[src/hdl/i2cmbe_pkg.sv]
// Shared types and constants for the I2C master bit engine.
// No dependencies; the sequencer and the top level refer to this package by scoped names.
`timescale 1ns / 1ps

package i2cmbe_pkg;

  localparam int unsigned TickW = 16;
  localparam logic [TickW-1:0] PhaseTicksReset = 16'd10;

  typedef enum logic [2:0] {
    CMD_NONE  = 3'd0,
    CMD_START = 3'd1,
    CMD_STOP  = 3'd2,
    CMD_SEND  = 3'd3,
    CMD_READ  = 3'd4,
    CMD_WAIT  = 3'd5,
    CMD_ACK   = 3'd6,
    CMD_NACK  = 3'd7
  } cmd_t;

  // Per-tick result produced by the sequencer.
  typedef struct packed {
    logic       scl;
    logic       sda;
    logic       idle;
    logic       done;
    logic [7:0] rx;
    logic       nack;
  } res_t;

endpackage

[src/hdl/i2cmbe_in_if.sv]
// Input channel: one base tick with optional command, tx byte and sampled SDA.
// Stand-alone valid/ready interface; no package dependency.
`timescale 1ns / 1ps

interface i2cmbe_in_if;
  logic       valid;
  logic       ready;
  logic [2:0] op;
  logic [7:0] tx_byte;
  logic       sda_in;

  modport source (output valid, output op, output tx_byte, output sda_in, input ready);
  modport sink   (input valid, input op, input tx_byte, input sda_in, output ready);
endinterface

[src/hdl/i2cmbe_out_if.sv]
// Output channel: pin levels and status for each accepted tick.
// Stand-alone valid/ready interface; no package dependency.
`timescale 1ns / 1ps

interface i2cmbe_out_if;
  logic       valid;
  logic       ready;
  logic       scl_out;
  logic       sda_out;
  logic       ready_res;
  logic       done_res;
  logic [7:0] rx_byte;
  logic       nack_seen;

  modport source (output valid, output scl_out, output sda_out, output ready_res,
                  output done_res, output rx_byte, output nack_seen, input ready);
  modport sink   (input valid, input scl_out, input sda_out, input ready_res,
                  input done_res, input rx_byte, input nack_seen, output ready);
endinterface

[src/hdl/i2cmbe_seq.sv]
// Phase sequencer: command state, phase tick counter, shift register, pins.
// Depends on i2cmbe_pkg (cmd_t, res_t, TickW).
`timescale 1ns / 1ps

module i2cmbe_seq (
  input  logic                        clk,
  input  logic                        rst,
  input  logic                        adv,
  input  logic [2:0]                  op,
  input  logic [7:0]                  tx_byte,
  input  logic                        sda_in,
  input  logic [i2cmbe_pkg::TickW-1:0] phase_ticks,
  output i2cmbe_pkg::res_t            res
);

  typedef enum logic [3:0] {
    ST_IDLE = 4'b0001,
    ST_PH0  = 4'b0010,
    ST_PH1  = 4'b0100,
    ST_PH2  = 4'b1000
  } step_t;

  step_t                         state, state_next;
  i2cmbe_pkg::cmd_t              cmd, cmd_next;
  logic [2:0]                    bit_idx, bit_idx_next;
  logic [7:0]                    shift, shift_next;
  logic [i2cmbe_pkg::TickW-1:0]  tick, tick_next;
  logic                          scl, scl_next;
  logic                          sda, sda_next;
  logic                          ack, ack_next;
  logic [7:0]                    rx_hold, rx_hold_next;
  logic [i2cmbe_pkg::TickW-1:0]  len;
  logic                          enter;
  step_t                         ent_ph;
  logic                          last_ph;
  logic                          done;

  always_comb begin
    state_next   = state;
    cmd_next     = cmd;
    bit_idx_next = bit_idx;
    shift_next   = shift;
    tick_next    = tick;
    scl_next     = scl;
    sda_next     = sda;
    ack_next     = ack;
    rx_hold_next = rx_hold;
    enter        = 1'b0;
    ent_ph       = ST_PH0;
    done         = 1'b0;
    last_ph      = 1'b0;
    len          = (phase_ticks == '0) ? {{(i2cmbe_pkg::TickW-1){1'b0}}, 1'b1} : phase_ticks;

    case (state)
      ST_IDLE: begin
        if (i2cmbe_pkg::cmd_t'(op) != i2cmbe_pkg::CMD_NONE) begin
          cmd_next     = i2cmbe_pkg::cmd_t'(op);
          bit_idx_next = 3'd0;
          shift_next   = (i2cmbe_pkg::cmd_t'(op) == i2cmbe_pkg::CMD_SEND) ? tx_byte : 8'd0;
          enter        = 1'b1;
          ent_ph       = ST_PH0;
        end
      end
      default: begin
        if (tick < len) begin
          tick_next = tick + 1'b1;
        end else begin
          // sample points sit at the end of the SCL-high phase
          if (cmd == i2cmbe_pkg::CMD_READ && state == ST_PH0) begin
            shift_next = {shift[6:0], sda_in};
          end
          if (cmd == i2cmbe_pkg::CMD_WAIT && state == ST_PH1) begin
            ack_next = sda_in;
          end
          last_ph = (state == ST_PH0 && cmd == i2cmbe_pkg::CMD_STOP) ||
                    (state == ST_PH1 && cmd == i2cmbe_pkg::CMD_READ) ||
                    (state == ST_PH2);
          if (!last_ph) begin
            enter  = 1'b1;
            ent_ph = (state == ST_PH0) ? ST_PH1 : ST_PH2;
          end else if ((cmd == i2cmbe_pkg::CMD_SEND || cmd == i2cmbe_pkg::CMD_READ) &&
                       bit_idx != 3'd7) begin
            bit_idx_next = bit_idx + 3'd1;
            enter        = 1'b1;
            ent_ph       = ST_PH0;
          end else begin
            if (cmd == i2cmbe_pkg::CMD_STOP || cmd == i2cmbe_pkg::CMD_ACK) begin
              sda_next = 1'b1;
            end
            if (cmd == i2cmbe_pkg::CMD_READ) begin
              rx_hold_next = shift_next;
            end
            state_next = ST_IDLE;
            tick_next  = '0;
            done       = 1'b1;
          end
        end
      end
    endcase

    // pin actions on the first tick of a phase
    if (enter) begin
      state_next = ent_ph;
      tick_next  = {{(i2cmbe_pkg::TickW-1){1'b0}}, 1'b1};
      case (cmd_next)
        i2cmbe_pkg::CMD_START: begin
          if (ent_ph == ST_PH0) begin
            sda_next = 1'b1;
            scl_next = 1'b1;
          end else if (ent_ph == ST_PH1) begin
            sda_next = 1'b0;
          end else begin
            scl_next = 1'b0;
          end
        end
        i2cmbe_pkg::CMD_STOP: begin
          sda_next = 1'b0;
          scl_next = 1'b1;
        end
        i2cmbe_pkg::CMD_SEND: begin
          if (ent_ph == ST_PH0) begin
            sda_next = shift_next[7];
          end else if (ent_ph == ST_PH1) begin
            scl_next = 1'b1;
          end else begin
            scl_next = 1'b0;
            if (bit_idx_next == 3'd7) begin
              sda_next = 1'b1;  // release SDA for the ACK slot
            end
            shift_next = {shift_next[6:0], 1'b0};
          end
        end
        i2cmbe_pkg::CMD_READ: begin
          scl_next = (ent_ph == ST_PH0);
        end
        i2cmbe_pkg::CMD_WAIT, i2cmbe_pkg::CMD_ACK, i2cmbe_pkg::CMD_NACK: begin
          if (ent_ph == ST_PH0) begin
            sda_next = (cmd_next != i2cmbe_pkg::CMD_ACK);
          end else if (ent_ph == ST_PH1) begin
            scl_next = 1'b1;
          end else begin
            scl_next = 1'b0;
          end
        end
        default: begin
        end
      endcase
    end
  end

  always_ff @(posedge clk) begin
    if (rst) begin
      state   <= ST_IDLE;
      cmd     <= i2cmbe_pkg::CMD_NONE;
      bit_idx <= 3'd0;
      shift   <= 8'd0;
      tick    <= '0;
      scl     <= 1'b1;
      sda     <= 1'b1;
      ack     <= 1'b0;
      rx_hold <= 8'd0;
    end else if (adv) begin
      state   <= state_next;
      cmd     <= cmd_next;
      bit_idx <= bit_idx_next;
      shift   <= shift_next;
      tick    <= tick_next;
      scl     <= scl_next;
      sda     <= sda_next;
      ack     <= ack_next;
      rx_hold <= rx_hold_next;
    end
  end

  assign res.scl  = scl_next;
  assign res.sda  = sda_next;
  assign res.idle = (state_next == ST_IDLE);
  assign res.done = done;
  assign res.rx   = rx_hold_next;
  assign res.nack = ack_next;

`ifndef SYNTHESIS
  a_busy_tick: assert property (@(posedge clk) disable iff (rst)
    state != ST_IDLE |-> tick != '0)
    else $error("busy phase with zero tick count");
  a_bit_cmd: assert property (@(posedge clk) disable iff (rst)
    (state != ST_IDLE && bit_idx != 3'd0) |->
      (cmd == i2cmbe_pkg::CMD_SEND || cmd == i2cmbe_pkg::CMD_READ))
    else $error("bit index advanced for a non-byte command");
  a_ph2_cmd: assert property (@(posedge clk) disable iff (rst)
    state == ST_PH2 |-> (cmd != i2cmbe_pkg::CMD_STOP && cmd != i2cmbe_pkg::CMD_READ))
    else $error("third phase reached by a short command");
`endif

endmodule

[src/hdl/i2c_master_bit_engine_core.sv]
// Top level of the I2C master bit engine: handshake, phase length register,
// result register. Depends on i2cmbe_pkg, i2cmbe_in_if, i2cmbe_out_if, i2cmbe_seq.
`timescale 1ns / 1ps

// Open-drain I2C master bit engine. Each input item is one base tick that
// carries the sampled SDA level and an optional command (start, stop, send
// byte, read byte, wait ACK, ACK, NACK); each accepted item yields exactly one
// result item with the SCL/SDA drive levels (1 = released), ready_res, a
// done_res pulse, the last read byte and the last ACK status. Throughput is
// one item per clock: the sequencer updates its state in the cycle an item is
// accepted and the result lands in a single output register, so the result
// is valid in the next cycle and the input stays ready while that register is
// empty or being drained. Every bus phase lasts phase_ticks ticks (0 acts as 1);
// write the register through phase_ticks_we/phase_ticks_wdata only while the
// engine is idle. Commands issued while a command is running are dropped.
module i2c_master_bit_engine_core (
  input  logic                         clk,
  input  logic                         rst,
  input  logic                         phase_ticks_we,
  input  logic [i2cmbe_pkg::TickW-1:0] phase_ticks_wdata,
  i2cmbe_in_if.sink                    in_ch,
  i2cmbe_out_if.source                 out_ch
);

  logic [i2cmbe_pkg::TickW-1:0] phase_ticks;
  logic                         in_acc;
  logic                         out_valid;
  i2cmbe_pkg::res_t             res;
  i2cmbe_pkg::res_t             res_q;

  // phase length register
  always_ff @(posedge clk) begin
    if (rst) begin
      phase_ticks <= i2cmbe_pkg::PhaseTicksReset;
    end else if (phase_ticks_we) begin
      phase_ticks <= phase_ticks_wdata;
    end
  end

  // take a tick whenever the result slot is free or emptying this cycle
  assign in_ch.ready = !out_valid || out_ch.ready;
  assign in_acc      = in_ch.valid && in_ch.ready;

  i2cmbe_seq u_seq (
    .clk         (clk),
    .rst         (rst),
    .adv         (in_acc),
    .op          (in_ch.op),
    .tx_byte     (in_ch.tx_byte),
    .sda_in      (in_ch.sda_in),
    .phase_ticks (phase_ticks),
    .res         (res)
  );

  always_ff @(posedge clk) begin
    if (rst) begin
      out_valid <= 1'b0;
    end else if (in_acc) begin
      out_valid <= 1'b1;
    end else if (out_ch.ready) begin
      out_valid <= 1'b0;
    end
  end

  // payload only, no reset needed
  always_ff @(posedge clk) begin
    if (in_acc) begin
      res_q <= res;
    end
  end

  assign out_ch.valid     = out_valid;
  assign out_ch.scl_out   = res_q.scl;
  assign out_ch.sda_out   = res_q.sda;
  assign out_ch.ready_res = res_q.idle;
  assign out_ch.done_res  = res_q.done;
  assign out_ch.rx_byte   = res_q.rx;
  assign out_ch.nack_seen = res_q.nack;

`ifndef SYNTHESIS
  a_acc_to_out: assert property (@(posedge clk) disable iff (rst)
    in_acc |=> out_valid)
    else $error("accepted item did not produce a result");
  a_done_idle: assert property (@(posedge clk) disable iff (rst)
    (out_valid && res_q.done) |-> res_q.idle)
    else $error("done reported while still busy");
  a_cfg_hold: assert property (@(posedge clk) disable iff (rst)
    (!$past(rst) && !$past(phase_ticks_we)) |-> $stable(phase_ticks))
    else $error("phase length changed without a write");
`endif

endmodule
[src/flat_wrapper.sv]
// flat-port wrapper written by rule: the top's interface ports become plain ports
module i2c_master_bit_engine_core_flat 
  (clk, rst, phase_ticks_we, phase_ticks_wdata, in_ch_valid, in_ch_op, in_ch_tx_byte, in_ch_sda_in, in_ch_ready, out_ch_valid, out_ch_scl_out, out_ch_sda_out, out_ch_ready_res, out_ch_done_res, out_ch_rx_byte, out_ch_nack_seen, out_ch_ready);
  i2cmbe_in_if in_ch_i ();
  i2cmbe_out_if out_ch_i ();
  input  logic clk;
  input  logic rst;
  input  logic phase_ticks_we;
  input  logic [i2cmbe_pkg::TickW-1:0] phase_ticks_wdata;
  input wire logic [$bits(in_ch_i.valid)-1:0] in_ch_valid;
  input wire logic [$bits(in_ch_i.op)-1:0] in_ch_op;
  input wire logic [$bits(in_ch_i.tx_byte)-1:0] in_ch_tx_byte;
  input wire logic [$bits(in_ch_i.sda_in)-1:0] in_ch_sda_in;
  output wire logic [$bits(in_ch_i.ready)-1:0] in_ch_ready;
  output wire logic [$bits(out_ch_i.valid)-1:0] out_ch_valid;
  output wire logic [$bits(out_ch_i.scl_out)-1:0] out_ch_scl_out;
  output wire logic [$bits(out_ch_i.sda_out)-1:0] out_ch_sda_out;
  output wire logic [$bits(out_ch_i.ready_res)-1:0] out_ch_ready_res;
  output wire logic [$bits(out_ch_i.done_res)-1:0] out_ch_done_res;
  output wire logic [$bits(out_ch_i.rx_byte)-1:0] out_ch_rx_byte;
  output wire logic [$bits(out_ch_i.nack_seen)-1:0] out_ch_nack_seen;
  input wire logic [$bits(out_ch_i.ready)-1:0] out_ch_ready;
  assign in_ch_i.valid = in_ch_valid;
  assign in_ch_i.op = in_ch_op;
  assign in_ch_i.tx_byte = in_ch_tx_byte;
  assign in_ch_i.sda_in = in_ch_sda_in;
  assign in_ch_ready = in_ch_i.ready;
  assign out_ch_valid = out_ch_i.valid;
  assign out_ch_scl_out = out_ch_i.scl_out;
  assign out_ch_sda_out = out_ch_i.sda_out;
  assign out_ch_ready_res = out_ch_i.ready_res;
  assign out_ch_done_res = out_ch_i.done_res;
  assign out_ch_rx_byte = out_ch_i.rx_byte;
  assign out_ch_nack_seen = out_ch_i.nack_seen;
  assign out_ch_i.ready = out_ch_ready;
  i2c_master_bit_engine_core u_core (.clk(clk), .rst(rst), .phase_ticks_we(phase_ticks_we), .phase_ticks_wdata(phase_ticks_wdata), .in_ch(in_ch_i), .out_ch(out_ch_i));
endmodule
[config.mk]
export PLATFORM = sky130hd
export DESIGN_NAME = i2c_master_bit_engine_core_flat
export DESIGN_NICKNAME = d
export VERILOG_FILES = /design/src/hdl/i2cmbe_pkg.sv /design/src/hdl/i2cmbe_in_if.sv /design/src/hdl/i2cmbe_out_if.sv /design/src/hdl/i2cmbe_seq.sv /design/src/hdl/i2c_master_bit_engine_core.sv /design/src/flat_wrapper.sv
export SDC_FILE = /design/constraint.sdc
export NUM_CORES = 1
export LEC_CHECK = 0
export ABC_AREA = 1
export BUFFER_PORTS_ARGS = -buffer_cell sky130_fd_sc_hd__buf_2
export CAP_MARGIN = 30
export CORE_ASPECT_RATIO = 1.25
export CORE_MARGIN = 3
export CORE_UTILIZATION = 54
export CTS_CLUSTER_DIAMETER = 150
export DETAILED_ROUTE_END_ITERATION = 8
export PLACE_DENSITY = 0.84
export SYNTH_ARGS = -nofsm -noshare
export SYNTH_HDL_FRONTEND = slang
export SYNTH_HIERARCHICAL = 1
export SYNTH_SLANG_ARGS = --single-unit
[constraint.sdc]
create_clock -name clk -period 2.65 [get_ports clk]
set_input_delay 0 -clock clk [delete_from_list [all_inputs] [get_ports clk]]
set_output_delay 0 -clock clk [all_outputs]
set_load 0.01 [all_outputs]
==> flow_summary_export.csv <==
group,metric,value,unit
run_status,status,"finished clean",
synthesis,syn_inst,659,
timing,worst_pin_slew,500,ps
routing,vias_per_cell,5.45,
timing,finalSetupViolCount,0,
global_routing,grt_max_degree,37,
clock_network,cts_tree,"yes",
global_routing,grt_usage,24.1,%
clock_network,cts_buffers,9,
clock_network,cts.sinks,75,
die,rows,36,
setup_path,arrival,2870,ps
die,coreArea,0.00793,mm^2
pwr,leakagePower,0.00260,uW
global_routing,grt_pass1_wl,18200,um
synthesis,synth_edf_count,13,
clock_network,root_buffer,"clkbuf_8",
clock_network,clk_path_buf_depth,2,
synthesis,synthesis.nets,710,
timing,slew_viol_final,0,
timing,finalWorstSetupSlack,33.7,ps
synthesis,avgSynthCellArea,6.81,um^2
synthesis,synth.most_common_cell,"nand2_1",
timing,finalCritPeriodShare,98.7,%
place,dpl.hpwl,7610,um
place,io_buffers,47,
final_layout,layout.nets,794,
timing,fmax,382,MHz
hold_path,hp-class,"input port to flip-flop",
setup_path,worstPathMaxFanout,7,
die,die_h,108,um
die,die_w,87.5,um
clock_network,h-tree-depth,3,
final_layout,num_antenna_cells,0,
routing,route.detailed.drc,0,
routing,drt-wirelength-per-cell,13.7,um
setup_path,required,2900,ps
run,cap_violations,0,
global_routing,antenna_found_initial,0,
synthesis,synth_top_cell_by_area,"dfxtp_1",
timing,finalWorstPathRequiredPeriod,2620,ps
synthesis,netlist_top_cells_count,"121 x nand2_1, 95 x inv_1, 88 x nor2_1, 64 x a21oi_1, 63 x o21ai_0",
setup_path,critPathKind,"flip-flop to flip-flop",
synthesis,ys.flop_type,"dfxtp_1",
final_layout,final_cells,842,
place,place.gp.congestion,0.930,
timing,hold_viol,0,
routing,routed_wl,11500,um
setup_path,cp-start-kind,"flip-flop",
clock_network,clk_pin_slew,80,ps
timing,whs,21.1,ps
global_routing,grt_pass1_vias,4216,
synthesis,yosys.cell_types.count,43,
synthesis,synth_seq_cells,75,
timing,slew_headroom,66.6,%
die,ios,48,
final_layout,fin_util,70.2,%
global_routing,grt_overflow,0,
routing,num_vias,4586,
clock_network,clkLatencyLatePin,360,ps
routing,ant_nets,0,
place,numPlacedInstances,792,
synthesis,yosysWarnings,6,
synthesis,synth_top_cell_area_share,27.7,%
routing,dr.pass1.iters,5,
synthesis,yosys-top-cells-area,"dfxtp_1 28%, nand2_1 10%, edfxtp_1 8.7%, inv_1 7.9%, nor2_1 7.4%",
place,pre_cts_ws,-130,ps
routing,first_iter_violations,364,
timing,rsz0062_at_grt,"yes",
timing,final.setup_skew,6.25,ps
synthesis,ys_seq_area_share,36.4,%
pwr,pwr_density_cell,543,mW/mm^2
synthesis,synthArstFlopShare,0,%
setup_path,critPathCaptureType,"flip-flop",
die,start_util,56.6,%
final_layout,drive_gt1_share,21.2,%
synthesis,synthesis.area,0.00449,mm^2
die,die_area,0.00944,mm^2
final_layout,syn_to_final_growth,24.1,%
pwr,ir_drop,0.429,mV
-- critical path, cell delays in order (launching register included) --
cell and delay [ps]:
dfxtp_1 360, inv_1 60, ha_1 310, nand3_2 100, a31oi_4 90, a2111oi_4 410, nand2_4 120, buf_6 140
clkbuf_16 150, nand3_1 130, nor3_4 70, buf_4 140, nor2_1 90, a21oi_1 60, o21ai_0 220, inv_1 70
-- where the power goes --
group	internal (uW)	leakage [uW]	switching (uW)
combinational	363	0.00186	512
clock	415	0.0000944	416
sequential	1250	0.000642	62.8
-- final cells by class --
| type | instances | area [um^2] |
|---|---|---|
| well taps | 95 | 119 |
| clock buffers | 13 | 170 |
| fillers | 619 | 2360 |
| inverters | 103 | 388 |
| multi-input cells | 455 | 2510 |
| flip-flops and latches | 75 | 1650 |
| clock inverters | 2 | 10.0 |
| repair buffers | 99 | 724 |
-- final timing paths --
kind | from | to | slack [ps] | cells past startpoint
setup reg to reg | u_core/phase_ticks[9]$_SDFFE_PP0P_ | u_core/u_seq/rx_hold[0]$_SDFFE_PP0P_ | 30 | 15
hold reg to reg | u_core/phase_ticks[3]$_SDFFE_PP1P_ | u_core/phase_ticks[3]$_SDFFE_PP1P_ | 460 | 2
hold / removal | phase_ticks_we | u_core/phase_ticks[3]$_SDFFE_PP1P_ | 20 | 3
setup / recovery | u_core/phase_ticks[9]$_SDFFE_PP0P_ | u_core/u_seq/rx_hold[0]$_SDFFE_PP0P_ | 30 | 15
-- per-stage QoR --
step / total power [uW] / TNS [ps] / instance area [um^2]
4_1_cts: 2880 / 0 / 5230
5_1_grt: 3210 / -299 / 5570
3_3_place_gp: 2000 / -190 / 4850
2_1_floorplan: 1830 / 0 / 4490
3_5_place_dp: 2020 / -922 / 4850
6_report: 3020 / 0 / 5570
-- flip-flops by register name, indices dropped and copies added (netlist names), 3 cells and up --
name,flops
u_core/phase_ticks,16
u_core/u_seq/tick,16
u_core/out_ch.rx_byte,8
u_core/u_seq/rx_hold,8
u_core/u_seq/shift,8
u_core/u_seq/state,4
u_core/u_seq/bit_idx,3
u_core/u_seq/cmd,3
-- per-layer routing --
metal / routed length (um) / GRT usage [%] / vias up
met3: 603 / 4.90 / 31
met5: 0 / 0 / -
met2: 5840 / 41.7 / 169
li1: - / - / 2311
met4: 340 / 11.8 / 0
met1: 4730 / 27.7 / 2075
-- cells by family after synthesis --
family	Yosys count	synth area share [%]
multiplexers	1	0.251
buffers and inverters	129	11.7
flip-flops	75	36.4
adder cells (fa/ha/maj)	18	5.02
AND/OR/NAND/NOR	280	27.0
AO/OA/AOI/OAI	150	18.5
XOR/XNOR	6	1.17
-- what timing repair did --
item,in CTS,in global routing
resized for setup,3,53
setup endpoints to repair,16,31
pin swaps,0,17
hold buffers,19,0
hold endpoints to repair,18,0
gates cloned,0,2
setup buffers,0,14
-- layout by cell type (no fill, tap or decap), drive strengths merged --
cell         synthesis  routed
o2bb2ai              1       1
o21a                 1       1
a22oi                1       1
a2111oi              1       1
a211oi               5       5
a31oi                3       3
nand3b               3       3
nor3                11      11
nor4                 3       3
or2                  3       3
nand2              122     122
o211ai               6       6
a21oi               64      64
mux2                 1       1
buf                 12      78
clkinv               2       4
nor2                91      91
o21ai               65      65
o22ai                1       1
xnor2                2       2
ha                  18      18
a32oi                2       2
edfxtp              13      13
dlygate4sd3          0      19
inv                101     101
nand4                7       7
dfxtp               62      62
clkbuf              14      15
nor3b                1       1
xor2                 4       4
nand3               37      37
and2                 2       2
Note: power is estimated with default switching activity, not from simulation.
